===== src/sv/b2bt_pkg.sv =====
// ----------------------------------------------------------------------------
// b2bt_pkg
// Shared widths, types and power-of-three constants for the binary to
// balanced ternary converter.
// ----------------------------------------------------------------------------
package b2bt_pkg;

	// number of trits produced for each item
	localparam int NUM_TRITS = 24;
	// fixed field widths
	localparam int VALUE_W   = 40;
	localparam int MASK_W    = 24;
	// signed remainder: magnitude of the input plus a sign bit
	localparam int ACC_W     = VALUE_W + 1;
	// one pipeline stage per trit from the top down to trit 1
	localparam int NUM_STEPS = NUM_TRITS - 1;

	typedef logic signed [ACC_W-1:0] acc_t;
	typedef logic [NUM_TRITS-1:0]    trits_t;

	// 3^e, evaluated at elaboration only
	function automatic logic [63:0] pow3(input int e);
		logic [63:0] p;
		p = 64'd1;
		for (int k = 0; k < e; k++) begin
			p = p * 64'd3;
		end
		return p;
	endfunction

	// largest magnitude that NUM_TRITS trits can hold: (3^N - 1) / 2
	localparam logic [63:0] LIMIT = (pow3(NUM_TRITS) - 64'd1) >> 1;

endpackage


===== src/sv/binary_to_balanced_ternary.sv =====
// ----------------------------------------------------------------------------
// binary_to_balanced_ternary
// Converts a signed 40-bit integer to a 24-trit balanced ternary form given
// as a mask of +1 trits and a mask of -1 trits.
// ----------------------------------------------------------------------------
// Fully pipelined: one item enters per cycle unless a stall backs up to the
// input, and each item passes NUM_TRITS + 1 register stages: one stage takes
// the magnitude and checks the range, one stage per trit resolves trits
// NUM_TRITS-1 down to 1 with a single compare and add/subtract, and the
// output register resolves trit 0 and applies the sign. Each stage holds
// its item while the next one is full, so bubbles close up under a stall.
// Magnitudes beyond the trit range give overflow set and both masks zero.
module binary_to_balanced_ternary (
	input  logic                         clk,
	input  logic                         arst_n,
	input  logic                         in_valid,
	output logic                         in_ready,
	input  logic signed [b2bt_pkg::VALUE_W-1:0] value,
	output logic                         out_valid,
	input  logic                         out_ready,
	output logic [b2bt_pkg::MASK_W-1:0]  plus_mask,
	output logic [b2bt_pkg::MASK_W-1:0]  minus_mask,
	output logic                         overflow
);
	import b2bt_pkg::*;

	// stage 0 holds the magnitude, stage k has trit NUM_TRITS-k resolved
	logic   vld_s   [0:NUM_STEPS];
	acc_t   acc_s   [0:NUM_STEPS];
	trits_t plus_s  [0:NUM_STEPS];
	trits_t minus_s [0:NUM_STEPS];
	logic   neg_s   [0:NUM_STEPS];
	logic   ovf_s   [0:NUM_STEPS];
	logic   rdy     [0:NUM_STEPS+1];

	logic               out_valid_q;
	logic [MASK_W-1:0]  plus_q;
	logic [MASK_W-1:0]  minus_q;
	logic               ovf_q;

	// stage ready chain: a stage moves when empty or when the next one moves
	always_comb begin
		rdy[NUM_STEPS+1] = !out_valid_q || out_ready;
		for (int k = NUM_STEPS; k >= 0; k--) begin
			rdy[k] = !vld_s[k] || rdy[k+1];
		end
	end
	assign in_ready = rdy[0];

	// magnitude and range check
	logic                 in_neg;
	logic [VALUE_W-1:0]   in_mag;
	assign in_neg = value[VALUE_W-1];
	assign in_mag = in_neg ? VALUE_W'(-value) : VALUE_W'(value);

	always_ff @(posedge clk or negedge arst_n) begin
		if (!arst_n) begin
			vld_s[0] <= 1'b0;
		end else if (rdy[0]) begin
			vld_s[0] <= in_valid;
		end
	end

	always_ff @(posedge clk) begin
		if (rdy[0] && in_valid) begin
			acc_s[0]   <= acc_t'({1'b0, in_mag});
			plus_s[0]  <= '0;
			minus_s[0] <= '0;
			neg_s[0]   <= in_neg;
			ovf_s[0]   <= 64'(in_mag) > LIMIT;
		end
	end

	// one trit per stage
	for (genvar k = 1; k <= NUM_STEPS; k++) begin : g_step
		localparam int          TRIT = NUM_TRITS - k;
		localparam logic [63:0] POW  = pow3(TRIT);
		localparam logic [63:0] HALF = POW >> 1;

		logic [ACC_W-1:0] amag;
		logic             take;
		logic             sgn;

		assign sgn  = acc_s[k-1][ACC_W-1];
		assign amag = sgn ? ACC_W'(-acc_s[k-1]) : ACC_W'(acc_s[k-1]);
		assign take = 64'(amag) > HALF;

		always_ff @(posedge clk or negedge arst_n) begin
			if (!arst_n) begin
				vld_s[k] <= 1'b0;
			end else if (rdy[k]) begin
				vld_s[k] <= vld_s[k-1];
			end
		end

		// when taken, 3^TRIT is below twice the remainder and fits ACC_W
		always_ff @(posedge clk) begin
			if (rdy[k] && vld_s[k-1]) begin
				acc_s[k]   <= acc_s[k-1];
				plus_s[k]  <= plus_s[k-1];
				minus_s[k] <= minus_s[k-1];
				neg_s[k]   <= neg_s[k-1];
				ovf_s[k]   <= ovf_s[k-1];
				if (take) begin
					if (!sgn) begin
						acc_s[k]        <= acc_s[k-1] - acc_t'(POW[ACC_W-1:0]);
						plus_s[k][TRIT] <= 1'b1;
					end else begin
						acc_s[k]         <= acc_s[k-1] + acc_t'(POW[ACC_W-1:0]);
						minus_s[k][TRIT] <= 1'b1;
					end
				end
			end
		end
	end

	// trit 0, sign swap and overflow clearing
	trits_t fin_plus;
	trits_t fin_minus;
	always_comb begin
		fin_plus  = plus_s[NUM_STEPS];
		fin_minus = minus_s[NUM_STEPS];
		if (acc_s[NUM_STEPS] == acc_t'(1)) begin
			fin_plus[0] = 1'b1;
		end
		if (acc_s[NUM_STEPS] == acc_t'(-1)) begin
			fin_minus[0] = 1'b1;
		end
		if (ovf_s[NUM_STEPS]) begin
			fin_plus  = '0;
			fin_minus = '0;
		end
	end

	always_ff @(posedge clk or negedge arst_n) begin
		if (!arst_n) begin
			out_valid_q <= 1'b0;
		end else if (rdy[NUM_STEPS+1]) begin
			out_valid_q <= vld_s[NUM_STEPS];
		end
	end

	always_ff @(posedge clk) begin
		if (rdy[NUM_STEPS+1] && vld_s[NUM_STEPS]) begin
			plus_q  <= MASK_W'(neg_s[NUM_STEPS] ? fin_minus : fin_plus);
			minus_q <= MASK_W'(neg_s[NUM_STEPS] ? fin_plus : fin_minus);
			ovf_q   <= ovf_s[NUM_STEPS];
		end
	end

	assign out_valid  = out_valid_q;
	assign plus_mask  = plus_q;
	assign minus_mask = minus_q;
	assign overflow   = ovf_q;

	// checks
	a_ovf_zero: assert property (@(posedge clk) disable iff (!arst_n)
		out_valid && overflow |-> plus_mask == '0 && minus_mask == '0)
		else $error("overflow result with nonzero masks");

	a_trit_excl: assert property (@(posedge clk) disable iff (!arst_n)
		out_valid |-> (plus_mask & minus_mask) == '0)
		else $error("trit marked both +1 and -1");

	a_drain: assert property (@(posedge clk) disable iff (!arst_n)
		vld_s[NUM_STEPS] && !out_valid_q |=> out_valid_q)
		else $error("last stage item not moved to output");

endmodule


===== config.mk =====
export PLATFORM = sky130hd
export DESIGN_NAME = binary_to_balanced_ternary
export DESIGN_NICKNAME = d
export VERILOG_FILES = /design/src/sv/b2bt_pkg.sv /design/src/sv/binary_to_balanced_ternary.sv
export SDC_FILE = /design/constraint.sdc
export NUM_CORES = 2
export LEC_CHECK = 0
export ABC_CLOCK_PERIOD_IN_PS = 6900
export BUFFER_PORTS_ARGS = -buffer_cell sky130_fd_sc_hd__buf_2
export CAP_MARGIN = 20
export CORE_MARGIN = 5
export CORE_UTILIZATION = 55
export DETAILED_ROUTE_END_ITERATION = 7
export GPL_TIMING_DRIVEN = 1
export PLACE_DENSITY = 0.74
export SYNTH_ARGS = -nofsm -noshare
export SYNTH_HDL_FRONTEND = slang
export SYNTH_SLANG_ARGS = --single-unit

===== constraint.sdc =====
create_clock -name clk -period 6.9 [get_ports clk]
set_clock_uncertainty 0.2 [all_clocks]
set_input_delay 1.38 -clock clk [delete_from_list [all_inputs] [get_ports clk]]
set_output_delay 1.38 -clock clk [all_outputs]
set_load 0.05 [all_outputs]

=== Yosys cells after proc, flatten, opt, wreduce, memory -nomap -nowiden ===
Memory sizes are Yosys's and may differ from the RTL's.
Cells that the tools add are included.

* Add/subtract/negate cells: 70
* $mul: 0
* Div/mod/pow operators: 0
* Magnitude comparators: 24
* Eq/ne operators: 2
* Shift-type cells: 0
* Multiplexer cells: 354
* Bitwise gates (word level): 92
* Reductions and logical operators: 75

{| class="wikitable"
|+ Operator list
! kind !! number
|-
| $mux 41 || 69
|-
| $neg 41->41 || 23
|-
| $mux 1 || 280
|-
| $mux 24 || 4
|-
| $or 1x1->1 || 92
|-
| $add 41x11->41 const B || 1
|-
| $add 41x13->41 const B || 1
|-
| $add 41x14->41 const B || 1
|-
| $add 41x16->41 const B || 1
|-
| $add 41x17->41 const B || 1
|-
| $add 41x19->41 const B || 1
|-
| $add 41x21->41 const B || 1
|-
| $add 41x22->41 const B || 1
|-
| $add 41x24->41 const B || 1
|-
| $add 41x25->41 const B || 1
|-
| $add 41x27->41 const B || 1
|-
| $add 41x28->41 const B || 1
|-
| $add 41x3->41 const B || 1
|-
| $add 41x30->41 const B || 1
|-
| $add 41x32->41 const B || 1
|-
| $add 41x33->41 const B || 1
|-
| $add 41x35->41 const B || 1
|-
| $add 41x36->41 const B || 1
|-
| $add 41x38->41 const B || 1
|-
| 58 further kinds || 130
|}

* Bits in registers: 74
* Latch bits: 0
* RAM bits: 2,184
* Memory bits (read-only): 0
* Input bits: 44
* Output and inout port bits: 51
* Word-level logic and storage cells: 650
* Memories kept: 5

{| class="wikitable"
|+ Memory list
! memory !! depth !! width !! read ports !! clocked after memory_dff !! wr ports !! RTL line !! source
|-
| acc_s || 24 || 41 || 24 || 0 || 24 || binary_to_balanced_ternary.sv:29 || <nowiki>acc_t acc_s [0:NUM_STEPS];</nowiki>
|-
| minus_s || 24 || 24 || 24 || 0 || 24 || binary_to_balanced_ternary.sv:31 || <nowiki>trits_t minus_s [0:NUM_STEPS];</nowiki>
|-
| plus_s || 24 || 24 || 24 || 0 || 24 || binary_to_balanced_ternary.sv:30 || <nowiki>trits_t plus_s [0:NUM_STEPS];</nowiki>
|-
| neg_s || 24 || 1 || 24 || 0 || 24 || binary_to_balanced_ternary.sv:32 || <nowiki>logic neg_s [0:NUM_STEPS];</nowiki>
|-
| ovf_s || 24 || 1 || 24 || 0 || 24 || binary_to_balanced_ternary.sv:33 || <nowiki>logic ovf_s [0:NUM_STEPS];</nowiki>
|}

=== Depth between registers and ports, before layout ===
* Depth after elaboration: 30
* Mapped depth: 26
* Mapped depth without buffers: 23

=== Worst setup path after synthesis ===
No wires, ideal clock.

* Path kind: input -> register
* From: in out_ready
* To: mem acc_s[8][39] (netlist name), data pin
* Setup time: 0.260 ns
* Arrival time: 7.997 ns
* Required time: 6.440 ns
* Path slack: -1.557 ns
* Cell stages on the path: 21
* Path buffers: 2
* Cells stage by stage: nand4b_1 -> nor2_1 -> and3_1 -> nand3_1 -> and2_1 -> and2_1 -> buf_2 -> buf_1 -> nand2_1 -> ha_1 -> a21o_1 -> a21o_1 -> a2111oi_0 -> or3_1 -> a211oi_1 -> o21ai_0 -> o211a_1 -> nor2_1 -> a311oi_1 -> xnor2_1 -> mux2_2

{| class="wikitable"
|+ RTL lines
! element !! RTL line !! source
|-
| from (decl) || binary_to_balanced_ternary.sv:20 || <nowiki>input logic out_ready,</nowiki>
|-
| to (decl) || binary_to_balanced_ternary.sv:29 ||
|}

==> metrics.yaml <==
route:
  drt-initial-drc-count: 11618
  drc: 0
  dr_total_vias: 97387
  routed_via_density: 6.71
  wl_um: 329000
  firstDrtPassIters: 8
  routedWlPerCell_um: 22.7
  antenna_left: 0
cells_and_area:
  layout-drive-gt1-share_pct: 7.34
  utilization_pct: 59.1
  fin_nets: 11827
  mostFrequentLayoutCell: "edfxtp_1"
  syn2layout_area_growth_pct: 6.71
  fillCellCount: 17254
  seqCellArea_um2: 48900
  final_cells: 14518
  mostFrequentLayoutCells: "edfxtp_1, nand2_1, nor2_1, xnor2_1, o21ai_0"
  multi_input_comb_area_um2: 58100
synth:
  syn_avg_cell_area_um2: 9.13
  synthTopCellsByArea: "edfxtp_1, xnor2_1, nand2_1"
  ys_ff_latch: 1634
  synth_nets: 12402
  synthCells: 12272
  synth-async-reset-ratio_pct: 1.53
  synth_top_area_cell: "edfxtp_1"
  synth_enable_flop_cells: 1609
  syn-cell-area_um2: 112000
  yosysSeqAreaShare_pct: 43.7
  ys_types: 113
  synth_ff_type: "edfxtp_1"
  yosys_warnings: 0
  synth_top_area_share_pct: 43.1
pwr:
  p_per_area_nw_per_um2: 269
  cellLeakagePower_uw: 0.0392
  ir_worst_vdd_v: 0.000277
  p_total_uw: 32100
floorplan:
  dieArea_um2: 213000
  num_rows: 165
  dieWidth_um: 461
  coreArea_um2: 202000
  io_pins: 95
  start_util_pct: 55.4
  die_h_um: 461
worst_setup_path:
  start_kind: "flip-flop"
  rr_worst_depth: 24
  crit_slowest_cell: "or4_1"
  crit_type: "flip-flop to flip-flop"
  cp_cell_sequence: "or4_1 > nor4_2 > a21oi_1 > o32ai_1 > nand2_1 > nor4_1 > nand4_1 > and2_2 > nand2_4 > inv_1 > buf_4 > fa_1 > nor2b_1 > o2111ai_1 > nand4_1 > nand3_1 > a31oi_1 > a221o_1 > a31oi_1 > buf_4 > o21ai_1 > o221ai_1 > o211ai_1 > o21ai_0"
  max_stage_delay_ns: 0.71
  arrival_ns: 6.82
  required_ns: 7.29
  critPathMaxFanout: 8
  end_kind: "flip-flop"
global_routing:
  antenna_found_initial: 3
  grt_usage_pct: 29.9
  grt_pass1_vias: 91151
  overflow: 0
  grt_pass1_wl_um: 518000
  grt_max_degree: 87
min_path:
  min_path_cells: 0
  hold_class: "flip-flop to flip-flop"
clocking:
  cts_sinks: 1634
  clk_path_buf_depth: 3
  root_buffer: "clkbuf_16"
  clkTransAtPathRegs_ns: 0.06
  htree_levels: 4
  worstSkewPairLatency_ns: 0.87
  cts_tree: "built"
  cts_buffers: 177
place:
  place_inst: 14185
  gp_congestion: 0.992
  dp_hpwl_um: 239000
  io_buffers: 94
sta:
  worstMarginPinSlew_ns: 1.16
  fmax_ghz: 0.155
  fin_crit_sh_pct: 93.2
  slew_headroom_pct: 21.7
  setup_violations: 0
  period_minus_slack_ns: 6.43
  slew_viol_final: 0
  finalHoldViolations: 0
outcome:
  status: "finished, final reports clean"
flow_run:
  maxCapViolCount: 0
[registers in the layout, indices dropped and copies added, names as in the netlist, 24 cells and up, named ones only]
register,count
plus_mask,24
vld_s,24
plus_s,275
minus_mask,24
ovf_s,24
neg_s,24
acc_s,983
minus_s,252
[final timing paths]
kind	start	end	slack (ns)
hold / removal	minus_s[2][54]	minus_s[2][78]	0.18
setup reg to reg	acc_s[7][55]	acc_s[8][40]	0.47
max in group asynchronous	arst_n	vld_s[1]	5.54
setup / recovery	acc_s[7][55]	acc_s[8][40]	0.47
min in group asynchronous	arst_n	vld_s[19]	0.42
hold reg to reg	minus_s[2][54]	minus_s[2][78]	0.18
[Yosys cell counts (56+ instances only)]
library cell,n
nor2b_1,110
nor2_1,1116
nand4_1,246
xnor2_1,700
a21oi_1,484
mux2i_1,129
o31ai_1,125
o41ai_1,60
a32oi_1,72
inv_1,290
a21o_1,92
edfxtp_1,1609
o22ai_1,113
and2_1,101
mux2_2,63
xor2_1,397
a31oi_1,181
a22oi_1,62
o32ai_1,78
o21a_1,58
a41oi_1,56
clkbuf_1,899
and3_1,197
or2_2,98
o21ai_0,591
buf_1,72
o211ai_1,86
or4_1,160
nand2_1,1170
ha_1,85
a211oi_1,108
nand2b_1,127
nor3_1,562
nand3_1,433
or3_1,194
nor4_1,340
[worst max-delay path, delay by kind of cell, from the launching register on]
kind / cells / cell delay, ns
buffers and inverters: 3 / 0.46
and+or+nand+nor: 10 / 2.66
AOI/OAI and AO/OA: 10 / 1.97
adders and majority gates: 1 / 0.40
DFF: 1 / 0.46
[stage by stage]
| stage | TNS (ns) | setup slack, ns | hold slack [ns] | instance area [um2] |
|---|---|---|---|---|
| after floorplan | 0 | 0.138 | 0.200 | 112000 |
| after global placement | -0.0297 | -0.0158 | 0.200 | 113000 |
| after detailed placement | 0 | 0.0923 | 0.205 | 113000 |
| after CTS | 0 | 0.0334 | 0.185 | 119000 |
| after global routing | -0.0932 | -0.0353 | 0.201 | 119000 |
| final | 0 | 0.468 | 0.183 | 119000 |
[where the power goes]
part	total [uW]	switching [uW]	internal, uW
combinational	6740	4220	2520
sequential	15600	2580	13000
clock	9800	4170	5630
total	32100	11000	21100
[cells by family (layout without fill, tap and decap cells)]
logic type,Yosys count,count (layout),synth area share [%]
xor gates and xnor gates,1097,1097,8.58
other,0,1,0
muxes,192,192,1.79
and+or+nand+nor,5157,5157,23.5
adders and majority gates,86,86,0.968
DFF,1634,1634,43.7
buffers and inverters,1332,905,4.57
AOI/OAI and AO/OA,2774,2774,16.9
[metal layers]
metal / wire length (um) / vias up / global-route usage, %
met5: 27 / - / 0
met4: 11400 / 4 / 10.1
met3: 26100 / 796 / 4.45
met2: 153000 / 4791 / 48.3
met1: 139000 / 46783 / 41.5
li1: - / 45013 / -
[cell type report]
type                       count  area share (%)
multi-input combinational   9306            48.6
sequential                  1634            41.0
clock buffer                 202            3.79
tap                         2672            2.80
timing repair buffer         279            1.57
clock inverter               125            1.30
inverter                     299           0.943
antenna                        1         0.00209
[repair_timing]
action | 4_1_cts | 5_1_grt
setup buffers | 0 | 2
resized for setup | 0 | 4
endpoints found under the setup margin | 0 | 15
hold buffers | 0 | 0
(Power assumes the default switching activity.)
